**src/sv/rcpa_ram.sv**
```systemverilog
// Generic simple dual-port RAM with one write port and one registered read port.
module rcpa_ram #(
   parameter int WIDTH = 8,
   parameter int DEPTH = 256
) (
   input  logic                     clock,
   input  logic                     wr_en,
   input  logic [$clog2(DEPTH)-1:0] wr_addr,
   input  logic [WIDTH-1:0]         wr_data,
   input  logic                     rd_en,
   input  logic [$clog2(DEPTH)-1:0] rd_addr,
   output logic [WIDTH-1:0]         rd_data
);

   logic [WIDTH-1:0] mem [DEPTH];

   // Write, and register the read data
   always_ff @(posedge clock) begin
      if (wr_en) begin
         mem[wr_addr] <= wr_data;
      end
      if (rd_en) begin
         rd_data <= mem[rd_addr];
      end
   end

endmodule

```
**config.mk**
```make
export PLATFORM = sky130hd
export DESIGN_NAME = rcpa_ram
export DESIGN_NICKNAME = d
export VERILOG_FILES = /design/src/sv/rcpa_ram.sv
export SDC_FILE = /design/constraint.sdc
export NUM_CORES = 2
export LEC_CHECK = 0
export ABC_AREA = 1
export BUFFER_PORTS_ARGS = -buffer_cell sky130_fd_sc_hd__buf_2
export CAP_MARGIN = 5
export CORE_MARGIN = 10
export CORE_UTILIZATION = 50
export CTS_BUF_LIST = sky130_fd_sc_hd__clkbuf_4 sky130_fd_sc_hd__clkbuf_8
export CTS_CLUSTER_SIZE = 40
export DETAILED_ROUTE_END_ITERATION = 8
export PLACE_DENSITY = 0.68
export SYNTH_ARGS = -nofsm -noshare
export SYNTH_HDL_FRONTEND = slang
export SYNTH_SLANG_ARGS = --single-unit
```
**constraint.sdc**
```tcl
create_clock -name clock -period 1.6 [get_ports clock]
set_input_delay 0.08 -clock clock [delete_from_list [all_inputs] [get_ports clock]]
set_output_delay 0.08 -clock clock [all_outputs]
set_load 0.01 [all_outputs]
```
; ---- After elaboration in Yosys (flattened, before gate mapping)
; Memory sizes are Yosys's and may differ from the RTL's. A register that Yosys moved wholly into a read port is not among the register bits.
; Cells that the tools add are included.
[totals]
reg_bits = 0
mem_bits_rw = 2048
out_inout_bits = 8
wordCells = 3
mem_count = 1
[memory_table]
columns = name, words, word_bits, rd, rd_ports_with_merged_regs, wr, line_no
row1 = mem, 256, 8, 1, 1, 1, 15  ; logic [WIDTH-1:0] mem [DEPTH];
[classes]
muxes = 2
[op_table]
columns = op, count
row1 = 2-to-1 mux 1 bit, 2

; ---- Depth between registers and ports, before layout
[depth]
word_depth = 2
mapped_depth = 15
ltp_nobuf = 11

; ---- Worst setup path before layout
; Ideal clock, no wire load.
[synth_path]
path_type = in2reg
from = input wr_en
to = memory mem[162][0] (enable)
arrival_time_ns = 1.201
required_time_ns = 1.230
setup_slack_ns = 0.029
cell_stages = 4
path_buffers = 2
cell_sequence = clkbuf_1 nand3_1 clkbuf_1 nor2_1
[synth_between]
elab_chain_len = 2
[synth_rtl]
columns = element, line_no
row1 = from (decl), 7  ; input logic wr_en,
row2 = 2-to-1 mux 1 bit, 19  ; if (wr_en) begin
row3 = 2-to-1 mux 1 bit (implied by the code), 20  ; mem[wr_addr] <= wr_data;
row4 = to (decl), 15
; No other way between the ends.

; ---- Final worst setup path
[layout_path]
from = register rd_data[0], read port of mem
to = output rd_data[0]
[layout_lines]
columns = element, line_no
row1 = from (decl), 12  ; output logic [WIDTH-1:0] rd_data
; No word-level cell between the ends.

==> flow_metrics.tcl <==
set metrics [dict create \
    synth_top_area_share_pct 74.0 \
    dr.pass1.iters 6 \
    synth_edf_count 2056 \
    postLayoutCoreUtil_pct 61.6 \
    failed_checks "negative setup slack" \
    p_switching_uw 26200 \
    area_delta_synth_final_pct 22.2 \
    vdd_drop_max_mv 0.891 \
    cts_buffer_depth 4 \
    syn_inst 7003 \
    status "complete, but fails checks" \
    setup_ws_ns -0.212 \
    clkTransAtPathRegs_ns 0.06 \
    drv_cap 0 \
    hold_viol_final 0 \
    synthArstFlopShare_pct 0 \
    die_w_um 429 \
    cts_buffers 344 \
    start_util_pct 50.4 \
    slew_viol_final 0 \
    skew_ns 0.0669 \
    synth_common_cells "nand2_1 (2123), edfxtp_1 (2056), nand3_1 (2019), nor2_1 (283), buf_2 (268)" \
    avgSynthCellArea_um2 11.9 \
    p_int_uw 85600 \
    pwr-share-seq_pct 53.2 \
    synth_top_area_cell "edfxtp_1" \
    grt_max_degree 94 \
    hold_depth 8 \
    setup-tns-final_ns -1.23 \
    path_buf_inv 1 \
    cts_sinks 2056 \
    ioPinCount 35 \
    p_per_area_nw_per_um2 1100 \
    first_iter_violations 8205 \
    max_freq_mhz 552 \
    antenna_found_initial 5 \
    post_cts_buffers 0 \
    cts-root-buf "clkbuf_8" \
    cp_num_cells 1 \
    p_comb_share_pct 8.1 \
    final_nets 7744 \
    synth_area_um2 83500 \
    fin_crit_sh_pct 113 \
    r2r_cells 10 \
    coreArea_um2 166000 \
    crit_type "flip-flop to output pin" \
    worst_slew_pin_slew_ns 0.944 \
    pwr-share-clk_pct 38.7 \
    drc_errors 0 \
    hold_class "input pin to flip-flop" \
    crit_family "flip-flops" \
    critPathLaunchType "flip-flop" \
    swShare_pct 23.4 \
    cts_tree "done" \
    critPathRequiredTime_ns 1.52 \
    whs_ns 0.0584 \
    wire_per_inst_um 23.7 \
    rows 149 \
    p_leak_uw 0.0371 \
    max_stage_delay_ns 0.53 \
    pre_cts_ws_ns -0.895 \
    synth.most_common_cell "nand2_1" \
    placed_cell_area_um2 92200 \
    setup_viol 13 \
    cts_htree_levels 5 \
    period_minus_slack_ns 1.81 \
    yosys-top-cells-area "edfxtp_1 (74%), nand3_1 (12%), nand2_1 (9.5%), buf_2 (1.6%), nor2_1 (1.3%)" \
    ant_nets 0 \
    place.gp.congestion 0.917 \
    port_buffers 34 \
    cpMaxStageDelayCell "edfxtp_1" \
    critical_path_peak_fanout 1 \
    seq_area_frac_synth_pct 74.0 \
    dpl.hpwl_um 149000 \
    final_area_um2 102000 \
    yosys_warnings 0 \
    clkLatencyLatePin_ns 1.01 \
    rsz0062_at_grt "yes" \
    grt_pass1_vias 56400 \
    ys_seq_elements 2056 \
    path_cells "buf_2" \
    grt_usage_pct 25.1 \
    num_vias 58700 \
    synth_fp_nets 7030 \
    grt_pass1_wl_um 354000 \
    wl_um 241000 \
    synth_cell_types 13 \
    cp.arrival_ns 1.73 \
    fp.dieH_um 429 \
    critPathCaptureType "output pin" \
    synth_ff_type "edfxtp_1" \
    drive_gt1_share_pct 23.1 \
    dieArea_um2 184000 \
    gr-total-overflow 0 \
    max_slew_margin_pct 37.0 \
    viasPerCell 5.79 \
]
## power by group through the flow
stage | registers (uW) | logic (uW) | clock network, uW
finish | 59500 | 9070 | 43200
floorplan | 60600 | 3660 | 0
global route | 59400 | 9590 | 46100
CTS | 59500 | 8280 | 43700
global placement | 60600 | 7770 | 0
detailed placement | 60600 | 7880 | 0
## stage by stage
step	cells	power (uW)
6_report	10100	112000
5_1_grt	10100	115000
2_1_floorplan	7003	64200
3_5_place_dp	9533	68400
3_3_place_gp	9533	68300
4_1_cts	10100	111000
## worst paths after layout
check                                  from          to  slack (ns)
worst max-delay path             rd_data[0]  rd_data[0]       -0.21
worst min-delay path             rd_addr[4]  rd_data[1]        0.06
worst max register to register   mem[48][5]  rd_data[5]       -0.17
worst min register to register  mem[174][1]  rd_data[1]        1.11
## layout by cell type (no fill, tap or decap)
cell / count
buf_6: 4
inv_4: 1
clkbuf_8: 347
nand2_1: 2094
dlygate4sd3_1: 28
clkinv_1: 78
nand3_1: 1539
clkinvlp_4: 4
inv_16: 1
diode_2: 5
nor2_2: 2
clkbuf_4: 113
edfxtp_1: 2056
buf_4: 617
bufinv_16: 4
nand2_4: 8
buf_2: 19
clkinv_2: 23
inv_2: 1
inv_1: 34
inv_8: 2
buf_12: 171
inv_6: 4
nand3_2: 369
nor2_1: 281
nand3_4: 111
nand2_2: 21
buf_8: 11
## layout make-up
class                   instances  area [um^2]
clock inverters               113          593
repair buffers                851         8650
diodes                          5         12.5
inverters                      39          180
well taps                    2189         2740
flip-flops and latches       2056        61700
multi-input cells            4425        22500
fillers                     12300        63500
clock buffers                 459         5620
## kinds of logic (layout without fill, tap and decap cells)
kind of cell	count (synthesis)	after routing	share of synthesized area (%)
AND/OR/NAND/NOR	4425	4425	22.9
flip-flops	2056	2056	74.0
buffers and inverters	522	1462	3.12
other	0	5	0
## state kept, by name, indices dropped and copies added, names as in the netlist
register,count
mem,2048
rd_data,8
## metal layers
metal	routed length, um	vias up	track usage [%]
met5	13	-	0
met4	11100	2	11.8
met3	22800	571	4.72
met2	114000	3129	39.7
met1	92800	28700	33.7
li1	-	26400	-
## timing repair
action / 4_1_cts / 5_1_grt
hold buffers: 28 / 0
hold endpoints to repair: 2901 / 0
setup endpoints to repair: 16 / 31
gates resized for setup: 209 / 425
pin swaps: 28 / 209
(Power assumes the default switching activity.)
